## config.mk

```make
export PLATFORM = sky130hd
export DESIGN_NAME = byte_ring_fifo_with_line_count_top
export DESIGN_NICKNAME = d
export VERILOG_FILES = /design/src/design/brf_pkg.sv /design/src/design/brf_out.sv /design/src/design/brf_core.sv /design/src/design/byte_ring_fifo_with_line_count_top.sv
export SDC_FILE = /design/constraint.sdc
export NUM_CORES = 2
export LEC_CHECK = 0
export BUFFER_PORTS_ARGS = -buffer_cell sky130_fd_sc_hd__buf_4
export CORE_AREA = 2 2 444 446
export CTS_BUF_LIST = sky130_fd_sc_hd__clkbuf_8 sky130_fd_sc_hd__clkbuf_16
export CTS_CLUSTER_DIAMETER = 40
export DETAILED_ROUTE_END_ITERATION = 16
export DIE_AREA = 0 0 446 448
export GPL_ROUTABILITY_DRIVEN = 1
export PLACE_DENSITY = 0.72
export SKIP_CTS_REPAIR_TIMING = 1
export SYNTH_ARGS = -nofsm -noshare
export SYNTH_HDL_FRONTEND = slang
export SYNTH_SLANG_ARGS = --single-unit
```

## constraint.sdc

```tcl
create_clock -name aclk -period 3.6 [get_ports aclk]
set_input_delay 0 -clock aclk [delete_from_list [all_inputs] [get_ports aclk]]
set_output_delay 0 -clock aclk [all_outputs]
set_load 0.005 [all_outputs]
```

## src/design/brf_pkg.sv

```systemverilog
`default_nettype none
// ----------------------------------------------------------------------------
// brf_pkg
// Shared codes and types for the byte ring FIFO with line count.
// ----------------------------------------------------------------------------
package brf_pkg;

    localparam logic [1:0] OP_PUSH = 2'd0;
    localparam logic [1:0] OP_PULL = 2'd1;
    localparam logic [1:0] OP_LINE = 2'd2;
    localparam logic [1:0] OP_NOP  = 2'd3;

    localparam logic [7:0] NEWLINE_CHAR = 8'h0A;

    // one result beat to load into the output register
    typedef struct packed {
        logic       load;
        logic       byte_valid;
        logic       last;
        logic       accepted;
        logic       line_complete;
        logic [7:0] stored_count;
        logic [7:0] line_count;
    } out_cmd_t;

endpackage
`default_nettype wire

```

## src/design/brf_out.sv

```systemverilog
`default_nettype none
// ----------------------------------------------------------------------------
// brf_out
// Burst buffer memory and result output register.
// ----------------------------------------------------------------------------
module brf_out #(
    parameter int MAX_BURST = 64,
    parameter int BIW       = 6
) (
    input  wire logic              aclk,
    input  wire logic              aresetn,
    input  wire brf_pkg::out_cmd_t cmd,
    input  wire logic              bw_en,
    input  wire logic [BIW-1:0]    bw_addr,
    input  wire logic [7:0]        bw_data,
    input  wire logic [BIW-1:0]    br_addr,
    output logic                   out_free,
    output logic                   m_valid,
    input  wire logic              m_ready,
    output logic [7:0]             m_out_byte,
    output logic                   m_byte_valid,
    output logic                   m_last,
    output logic                   m_accepted,
    output logic                   m_line_complete,
    output logic [7:0]             m_stored_count,
    output logic [7:0]             m_line_count
);

    logic [7:0] burst_mem [MAX_BURST];
    logic [7:0] rd_q_reg;
    logic       valid_reg;
    logic       byte_valid_reg;
    logic       last_reg;
    logic       accepted_reg;
    logic       line_complete_reg;
    logic [7:0] stored_reg;
    logic [7:0] lines_reg;

    assign out_free = !valid_reg || m_ready;

    always_ff @(posedge aclk) begin
        if (bw_en) begin
            burst_mem[bw_addr] <= bw_data;
        end
        if (cmd.load && cmd.byte_valid) begin
            rd_q_reg <= burst_mem[br_addr];
        end
    end

    always_ff @(posedge aclk) begin
        if (!aresetn) begin
            valid_reg <= 1'b0;
        end else if (cmd.load) begin
            valid_reg <= 1'b1;
        end else if (m_ready) begin
            valid_reg <= 1'b0;
        end
    end

    always_ff @(posedge aclk) begin
        if (cmd.load) begin
            byte_valid_reg    <= cmd.byte_valid;
            last_reg          <= cmd.last;
            accepted_reg      <= cmd.accepted;
            line_complete_reg <= cmd.line_complete;
            stored_reg        <= cmd.stored_count;
            lines_reg         <= cmd.line_count;
        end
    end

    assign m_valid         = valid_reg;
    assign m_out_byte      = byte_valid_reg ? rd_q_reg : 8'd0;
    assign m_byte_valid    = byte_valid_reg;
    assign m_last          = last_reg;
    assign m_accepted      = accepted_reg;
    assign m_line_complete = line_complete_reg;
    assign m_stored_count  = stored_reg;
    assign m_line_count    = lines_reg;

endmodule
`default_nettype wire

```

## src/design/brf_core.sv

```systemverilog
`default_nettype none
// ----------------------------------------------------------------------------
// brf_core
// Ring memory, pointers, counts and the push / scan / emit sequencer.
// ----------------------------------------------------------------------------
module brf_core #(
    parameter int BUFFER_BYTES = 256,
    parameter int MAX_BURST    = 64,
    parameter int BIW          = 6
) (
    input  wire logic               aclk,
    input  wire logic               aresetn,
    input  wire logic               s_valid,
    output logic                    s_ready,
    input  wire logic [1:0]         s_operation,
    input  wire logic [7:0]         s_data_byte,
    input  wire logic               s_first_of_group,
    input  wire logic [7:0]         s_group_length,
    input  wire logic [6:0]         s_max_bytes,
    input  wire logic               out_free,
    output brf_pkg::out_cmd_t       cmd,
    output logic                    bw_en,
    output logic [BIW-1:0]          bw_addr,
    output logic [7:0]              bw_data,
    output logic [BIW-1:0]          br_addr
);

    localparam int PW  = $clog2(BUFFER_BYTES);
    localparam int CW  = (PW > 8) ? PW : 8;
    localparam int BCW = $clog2(MAX_BURST + 1);

    localparam logic [1:0] ST_IDLE = 2'd0;
    localparam logic [1:0] ST_SCAN = 2'd1;
    localparam logic [1:0] ST_EMIT = 2'd2;

    logic [7:0]     ring_mem [BUFFER_BYTES];
    logic [7:0]     ring_q_reg;

    logic [1:0]     state_reg, state_next;
    logic [PW-1:0]  wr_ptr_reg, wr_ptr_next;
    logic [PW-1:0]  rd_ptr_reg, rd_ptr_next;
    logic [PW-1:0]  iss_ptr_reg, iss_ptr_next;
    logic [PW-1:0]  held_reg, held_next;
    logic [PW-1:0]  nl_reg, nl_next;
    logic           grp_rej_reg, grp_rej_next;
    logic           is_line_reg, is_line_next;
    logic [BCW-1:0] lim_reg, lim_next;
    logic [BCW-1:0] iss_cnt_reg, iss_cnt_next;
    logic           pend_reg, pend_next;
    logic [BCW-1:0] bcnt_reg, bcnt_next;
    logic           line_done_reg, line_done_next;
    logic [BCW-1:0] e_idx_reg, e_idx_next;

    logic           ring_we;
    logic           ring_re;
    logic           accept;
    logic [PW-1:0]  free_bytes;
    logic           push_ok;
    logic [6:0]     lim_raw;
    logic [6:0]     lim7;
    logic           nothing;
    logic           can_issue;
    logic           stop_nl;
    logic           issue;
    logic           last_beat;

    function automatic logic [PW-1:0] next_slot(input logic [PW-1:0] p);
        return (p == PW'(BUFFER_BYTES - 1)) ? '0 : p + 1'b1;
    endfunction

    function automatic logic [7:0] sat8(input logic [PW-1:0] v);
        logic [CW-1:0] ext;
        ext = CW'(v);
        return (ext > CW'(255)) ? 8'd255 : ext[7:0];
    endfunction

    assign s_ready    = (state_reg == ST_IDLE) && out_free;
    assign accept     = s_valid && s_ready;
    assign free_bytes = PW'(BUFFER_BYTES - 1) - held_reg;

    always_ff @(posedge aclk) begin
        if (ring_we) begin
            ring_mem[wr_ptr_reg] <= s_data_byte;
        end
        if (ring_re) begin
            ring_q_reg <= ring_mem[iss_ptr_reg];
        end
    end

    always_comb begin
        state_next     = state_reg;
        wr_ptr_next    = wr_ptr_reg;
        rd_ptr_next    = rd_ptr_reg;
        iss_ptr_next   = iss_ptr_reg;
        held_next      = held_reg;
        nl_next        = nl_reg;
        grp_rej_next   = grp_rej_reg;
        is_line_next   = is_line_reg;
        lim_next       = lim_reg;
        iss_cnt_next   = iss_cnt_reg;
        pend_next      = pend_reg;
        bcnt_next      = bcnt_reg;
        line_done_next = line_done_reg;
        e_idx_next     = e_idx_reg;
        cmd            = '0;
        ring_we        = 1'b0;
        ring_re        = 1'b0;
        bw_en          = 1'b0;
        bw_addr        = bcnt_reg[BIW-1:0];
        bw_data        = ring_q_reg;
        br_addr        = e_idx_reg[BIW-1:0];
        push_ok        = 1'b0;
        can_issue      = 1'b0;
        stop_nl        = 1'b0;
        issue          = 1'b0;
        last_beat      = 1'b0;

        lim_raw = (s_operation == brf_pkg::OP_LINE) ? (s_max_bytes - 7'd1) : s_max_bytes;
        lim7    = (lim_raw > 7'(MAX_BURST)) ? 7'(MAX_BURST) : lim_raw;
        nothing = (lim7 == 7'd0) || (held_reg == '0) ||
                  ((s_operation == brf_pkg::OP_LINE) &&
                   ((nl_reg == '0) || (s_max_bytes == 7'd0)));

        unique case (state_reg)
            ST_IDLE: begin
                if (accept) begin
                    unique case (s_operation) inside
                        brf_pkg::OP_PUSH: begin
                            if (s_first_of_group) begin
                                grp_rej_next = CW'(s_group_length) > CW'(free_bytes);
                            end
                            push_ok = !grp_rej_next && (free_bytes != '0);
                            if (push_ok) begin
                                ring_we     = 1'b1;
                                wr_ptr_next = next_slot(wr_ptr_reg);
                                held_next   = held_reg + 1'b1;
                                if (s_data_byte == brf_pkg::NEWLINE_CHAR) begin
                                    nl_next = nl_reg + 1'b1;
                                end
                            end
                            cmd.load     = 1'b1;
                            cmd.last     = 1'b1;
                            cmd.accepted = push_ok;
                        end
                        brf_pkg::OP_PULL, brf_pkg::OP_LINE: begin
                            if (nothing) begin
                                cmd.load = 1'b1;
                                cmd.last = 1'b1;
                            end else begin
                                state_next     = ST_SCAN;
                                iss_ptr_next   = rd_ptr_reg;
                                iss_cnt_next   = '0;
                                pend_next      = 1'b0;
                                bcnt_next      = '0;
                                line_done_next = 1'b0;
                                lim_next       = lim7[BCW-1:0];
                                is_line_next   = (s_operation == brf_pkg::OP_LINE);
                            end
                        end
                        default: begin
                            cmd.load = 1'b1;
                            cmd.last = 1'b1;
                        end
                    endcase
                end
            end
            ST_SCAN: begin
                can_issue = (iss_cnt_reg != lim_reg) && (iss_ptr_reg != wr_ptr_reg);
                stop_nl   = pend_reg && is_line_reg && (ring_q_reg == brf_pkg::NEWLINE_CHAR);
                issue     = can_issue && !stop_nl;
                if (issue) begin
                    ring_re      = 1'b1;
                    iss_ptr_next = next_slot(iss_ptr_reg);
                    iss_cnt_next = iss_cnt_reg + 1'b1;
                end
                if (pend_reg) begin
                    rd_ptr_next = next_slot(rd_ptr_reg);
                    held_next   = held_reg - 1'b1;
                    if (stop_nl) begin
                        nl_next        = nl_reg - 1'b1;
                        line_done_next = 1'b1;
                    end else begin
                        bw_en     = 1'b1;
                        bcnt_next = bcnt_reg + 1'b1;
                        if (!is_line_reg && (ring_q_reg == brf_pkg::NEWLINE_CHAR) &&
                            (nl_reg != '0)) begin
                            nl_next = nl_reg - 1'b1;
                        end
                    end
                end
                pend_next = issue;
                if (stop_nl || (!pend_reg && !can_issue)) begin
                    state_next = ST_EMIT;
                    pend_next  = 1'b0;
                    e_idx_next = '0;
                end
            end
            ST_EMIT: begin
                if (out_free) begin
                    cmd.load = 1'b1;
                    if (bcnt_reg == '0) begin
                        cmd.last          = 1'b1;
                        cmd.line_complete = line_done_reg;
                        state_next        = ST_IDLE;
                    end else begin
                        last_beat         = (e_idx_reg == bcnt_reg - 1'b1);
                        cmd.byte_valid    = 1'b1;
                        cmd.last          = last_beat;
                        cmd.line_complete = last_beat && line_done_reg;
                        e_idx_next        = e_idx_reg + 1'b1;
                        if (last_beat) begin
                            state_next = ST_IDLE;
                        end
                    end
                end
            end
            default: begin
                state_next = ST_IDLE;
            end
        endcase

        cmd.stored_count = sat8(held_next);
        cmd.line_count   = sat8(nl_next);
    end

    always_ff @(posedge aclk) begin
        if (!aresetn) begin
            state_reg     <= ST_IDLE;
            wr_ptr_reg    <= '0;
            rd_ptr_reg    <= '0;
            held_reg      <= '0;
            nl_reg        <= '0;
            grp_rej_reg   <= 1'b0;
            pend_reg      <= 1'b0;
        end else begin
            state_reg     <= state_next;
            wr_ptr_reg    <= wr_ptr_next;
            rd_ptr_reg    <= rd_ptr_next;
            held_reg      <= held_next;
            nl_reg        <= nl_next;
            grp_rej_reg   <= grp_rej_next;
            pend_reg      <= pend_next;
        end
    end

    always_ff @(posedge aclk) begin
        iss_ptr_reg   <= iss_ptr_next;
        is_line_reg   <= is_line_next;
        lim_reg       <= lim_next;
        iss_cnt_reg   <= iss_cnt_next;
        bcnt_reg      <= bcnt_next;
        line_done_reg <= line_done_next;
        e_idx_reg     <= e_idx_next;
    end

endmodule
`default_nettype wire

```

## src/design/byte_ring_fifo_with_line_count_top.sv

```systemverilog
`default_nettype none
// ----------------------------------------------------------------------------
// byte_ring_fifo_with_line_count_top
// Byte ring FIFO with a count of stored newlines; push, pull and get-line.
// ----------------------------------------------------------------------------
//  channel  dir  handshake          payload
//  s_       in   s_valid/s_ready    operation, data_byte, first_of_group,
//                                   group_length, max_bytes
//  m_       out  m_valid/m_ready    out_byte, byte_valid, last, accepted,
//                                   line_complete, stored_count, line_count
//
//  Push and status-only items are answered from the idle state; back-to-back
//  pushes run at one beat per cycle while the output is free. A pull or
//  get-line reads the ring memory (registered read) into the burst buffer,
//  then gives one result beat per cycle out of the burst buffer while
//  m_ready holds, since every beat carries the counts after the whole step.
//  Items are taken one at a time. Reset clears pointers and counts at once.
//  m_ready low stalls the emit phase; s_ready falls while busy or blocked.
// ----------------------------------------------------------------------------
module byte_ring_fifo_with_line_count_top #(
    parameter int BUFFER_BYTES = 256,
    parameter int MAX_BURST    = 64
) (
    input  wire logic       aclk,
    input  wire logic       aresetn,
    input  wire logic       s_valid,
    output logic            s_ready,
    input  wire logic [1:0] s_operation,
    input  wire logic [7:0] s_data_byte,
    input  wire logic       s_first_of_group,
    input  wire logic [7:0] s_group_length,
    input  wire logic [6:0] s_max_bytes,
    output logic            m_valid,
    input  wire logic       m_ready,
    output logic [7:0]      m_out_byte,
    output logic            m_byte_valid,
    output logic            m_last,
    output logic            m_accepted,
    output logic            m_line_complete,
    output logic [7:0]      m_stored_count,
    output logic [7:0]      m_line_count
);

    localparam int BIW = (MAX_BURST > 1) ? $clog2(MAX_BURST) : 1;

    brf_pkg::out_cmd_t cmd;
    logic              out_free;
    logic              bw_en;
    logic [BIW-1:0]    bw_addr;
    logic [7:0]        bw_data;
    logic [BIW-1:0]    br_addr;

    brf_core #(
        .BUFFER_BYTES (BUFFER_BYTES),
        .MAX_BURST    (MAX_BURST),
        .BIW          (BIW)
    ) u_core (
        .aclk             (aclk),
        .aresetn          (aresetn),
        .s_valid          (s_valid),
        .s_ready          (s_ready),
        .s_operation      (s_operation),
        .s_data_byte      (s_data_byte),
        .s_first_of_group (s_first_of_group),
        .s_group_length   (s_group_length),
        .s_max_bytes      (s_max_bytes),
        .out_free         (out_free),
        .cmd              (cmd),
        .bw_en            (bw_en),
        .bw_addr          (bw_addr),
        .bw_data          (bw_data),
        .br_addr          (br_addr)
    );

    brf_out #(
        .MAX_BURST (MAX_BURST),
        .BIW       (BIW)
    ) u_out (
        .aclk            (aclk),
        .aresetn         (aresetn),
        .cmd             (cmd),
        .bw_en           (bw_en),
        .bw_addr         (bw_addr),
        .bw_data         (bw_data),
        .br_addr         (br_addr),
        .out_free        (out_free),
        .m_valid         (m_valid),
        .m_ready         (m_ready),
        .m_out_byte      (m_out_byte),
        .m_byte_valid    (m_byte_valid),
        .m_last          (m_last),
        .m_accepted      (m_accepted),
        .m_line_complete (m_line_complete),
        .m_stored_count  (m_stored_count),
        .m_line_count    (m_line_count)
    );

endmodule
`default_nettype wire

```

==> results by group <==
Global route
  – Largest net degree at the start of global routing: 173
  – Via count of the first global-routing pass: 58400
  – Number of antenna violations at the first check in global routing: 12
  – Sum of overflow across all layers after global routing: 0
  – Global-route wire length before repair: 410 mm
  – GR Util All Layers: 28.5%

Final layout
  – Biggest registers after layout: u_core.ring_mem (2048), u_out.burst_mem (512)
  – Count of nets after finishing: 6180
  – Area delta synth->final: 16.6%
  – Final standard cell count with taps included and fillers excluded: 8931
  – Top reg by flops: u_core.ring_mem
  – Share of cells above drive strength 1: 26.3%
  – Commonest cells after routing, fill and taps aside: edfxtp_1 (2634), buf_4 (575), mux4_2 (475)
  – Most common library cell in the layout ignoring fill and taps: edfxtp_1
  – Largest register FFs: 2048

Setup path
  – Crit-path max FO: 15
  – Dominant delay contributor by cell family on the critical path: simple AND/OR/NAND/NOR gates
  – Startpoint of the most critical register-to-register path: u_core.iss_ptr_reg[2]
  – Worst-path cell chain: buf_4, nand2_4, buf_4, o22ai_1, a2111oi_0, nor4_1, nand3_1, or3_1, a211oi_1
  – Crit path max-delay cell type: nor4_1
  – Reg-to-reg critical path endpoint: u_core.bw_data[4]
  – Slowest stage delay, CP: 0.80 ns
  – Worst setup path category: flop to flop
  – Buffering stage count on the worst path with inverters included: 2
  – Startpoint type of the worst setup path: flop
  – Worst r2r path cells: 9
  – Required @ worst endpoint: 4.37 ns
  – Most prevalent standard cell on the critical path: buf_4
  – Setup slack of the worst register-to-register path: -0.19 ns
  – Critical Path Sink Type: flop
  – Launch point of the worst path: u_core.iss_ptr_reg[2]
  – Arrival time reported for the critical path endpoint: 4.56 ns

Detailed routing
  – Final routed DRC violation total: 0
  – Wire per inst: 31.9 µm
  – Number of detailed-routing iterations run before antenna repair: 6
  – Vias per inst: 6.61
  – Final routed wirelength across all metal layers: 285 mm
  – Post-route ant nets: 0
  – Initial detailed-routing violation count: 8569
  – Via count: 59000

Hold path
  – Hold-critical path depth: 2
  – Worst Hold End: u_core.ring_mem[44][7]
  – Hold Startpoint: s_data_byte[7]
  – HP Class: primary input to flop

Power and ir drop
  – Design Power: 68.4 mW
  – Leakage power figure: 41.4 nW
  – Power density relative to cell area: 550 nW/µm²
  – Largest vdd supply drop: 0.581 mV

Clock network
  – TritonCTS buffer count: 341
  – Clock latency reported for the late side of the worst-skew pair: 0.96 ns
  – H-Tree Level Count: 5
  – Clock sinks: 2671
  – Reg clk slew, reported paths: 0.06 ns
  – Maximum clock insertion buffer count: 4
  – CTS Root Buffer Type: clkbuf_16
  – Clock tree from TritonCTS: yes

Die
  – Die X: 446 µm
  – Core region area: 195000 µm²
  – Initial cell density of the core: 54.9%
  – Cell row count: 162
  – Top-level port count: 60
  – Height of the chip: 448 µm
  – Die ar.: 200000 µm²

STA
  – Clock tree skew after final layout: 0.0706 ns
  – Setup-violating endpoint count in the final report: 3
  – Hold Vio Cnt, Final: 0
  – Final Critical Period: 3.79 ns
  – Slew at the pin closest to its max-slew limit: 1.16 ns
  – Fin crit share: 105%
  – Relative slew slack: 22.7%
  – Timing-limited maximum frequency: 0.264 GHz
  – Setup repair after global routing missed its margin: no
  – Fin worst setup slack: -0.192 ns
  – Final number of max-transition violations: 0

Yosys
  – Post-synthesis instance area: 107000 µm²
  – Proportion of synthesized flip-flops having asynchronous set or reset: 0%
  – YS warnings: 0
  – Top area cells in the synthesized netlist: edfxtp_1 (74%), mux4_2 (10%), mux2i_1 (3.5%), nor2_1 (1.4%), mux4_1 (1.1%)
  – Synthesized instance count: 5437
  – Distinct cells, synth: 85
  – Area share of the largest cell type after synthesis: 74.1%
  – Main synth FF type: edfxtp_1
  – Yosys top cell by area: edfxtp_1
  – Mean instance size in the synthesized netlist: 19.6 µm²
  – Sequential-to-total area share from yosys stat: 74.8%
  – Synth Net Count: 5495
  – Number of enable flip-flop cells after synthesis: 2634
  – Number of storage elements in the synthesis netlist: 2671

Placement
  – Placed Cells: 8283
  – Global placement routability congestion: 0.931
  – Buffers added on ports: 59
  – Post-detail-place hpwl: 174 mm

Status
  – Result of the run: finished, violations left
  – Violated checks: setup timing

Run
  – Max capacitance violation total: 0
## how the worst max path moves through the flow
stage,slack [ns],depth (start not counted),endpoint
after global placement,-0.16,8,u_core.bw_data[6]
after CTS,-0.25,8,u_core.bw_data[6]
after detailed placement,-0.21,8,u_core.bw_data[6]
final,-0.19,9,u_core.bw_data[4]
after floorplan,0.41,10,u_core.ring_mem[247][0]
after global routing,0.003,10,u_core.bw_data[2]
## cell families (layout without fill, tap and decap cells)
logic type,after synthesis,in the layout,synth area share (%)
other cells,0,7,0
simple gates,891,891,3.92
mux,891,891,14.6
fa+ha+maj,28,28,0.328
buf+inv,359,1304,2.24
flops,2671,2671,74.8
compound gates,532,532,3.56
xor+xnor,65,65,0.533
## area by class of cell
type / count / area, µm²
multi-input cells: 2407 / 24600
inverters: 29 / 116
well taps: 2542 / 3180
fillers: 12700 / 70100
clock buffers: 347 / 8660
flip-flops and latches: 2671 / 79800
diodes: 7 / 17.5
repair buffers: 672 / 5830
clock inverters: 256 / 2260
## cells in the mapped netlist (11+ instances only)
| library cell | n |
|---|---|
| mux4_1 | 46 |
| a21oi_1 | 105 |
| nand2b_1 | 17 |
| nand4_1 | 33 |
| buf_12 | 16 |
| nor4_1 | 32 |
| and3_1 | 14 |
| buf_6 | 39 |
| nor2b_1 | 19 |
| a31oi_1 | 11 |
| xor2_1 | 32 |
| edfxtp_1 | 2634 |
| a211oi_1 | 22 |
| o21ai_0 | 51 |
| clkbuf_1 | 129 |
| nand3_1 | 59 |
| mux4_2 | 475 |
| dfxtp_1 | 37 |
| a22oi_1 | 23 |
| xnor2_1 | 33 |
| o221ai_1 | 138 |
| buf_1 | 33 |
| nor2_1 | 408 |
| mux2i_1 | 368 |
| inv_1 | 28 |
| o22ai_1 | 79 |
| nor3_1 | 87 |
| a2111oi_0 | 19 |
| ha_1 | 28 |
| and2_1 | 14 |
| nand2_1 | 144 |
| buf_8 | 24 |
| buf_2 | 67 |
| buf_4 | 13 |
## metal layers
metal,part of all wire [%],global-route usage (%)
met5,0.019,0
met4,4.5,11.6
met3,12,7.33
met2,48,45.1
met1,36,38.2
## metrics by stage
| stage | hold slack [ns] | area (µm²) | setup TNS, ns | utilization, % | worst slack, ns |
|---|---|---|---|---|---|
| 6_report | 0.00700 | 124000 | -0.334 | 64.0 | -0.192 |
| 5_1_grt | 0.00281 | 124000 | 0 | 64.0 | 0.00290 |
| 3_5_place_dp | 0.364 | 113000 | -0.289 | 58.1 | -0.209 |
| 3_3_place_gp | 0.358 | 113000 | -0.232 | 58.1 | -0.160 |
| 2_1_floorplan | 0.0989 | 107000 | 0 | - | 0.407 |
| 4_1_cts | -0.629 | 124000 | -0.372 | 63.7 | -0.248 |
## where the power goes
part	internal, mW	switching (mW)
clock	19.5	13.2
sequential	34.1	0.0271
combinational	0.517	1.13
total	54.1	14.3
## worst reg2reg max path, delay by kind of cell, from the launching register on
kind            cells  cell delay, ns
simple gates        4            1.67
compound gates      3            0.77
buf+inv             2            0.69
flops               1            0.49
Power figures use the tool's default switching activity.
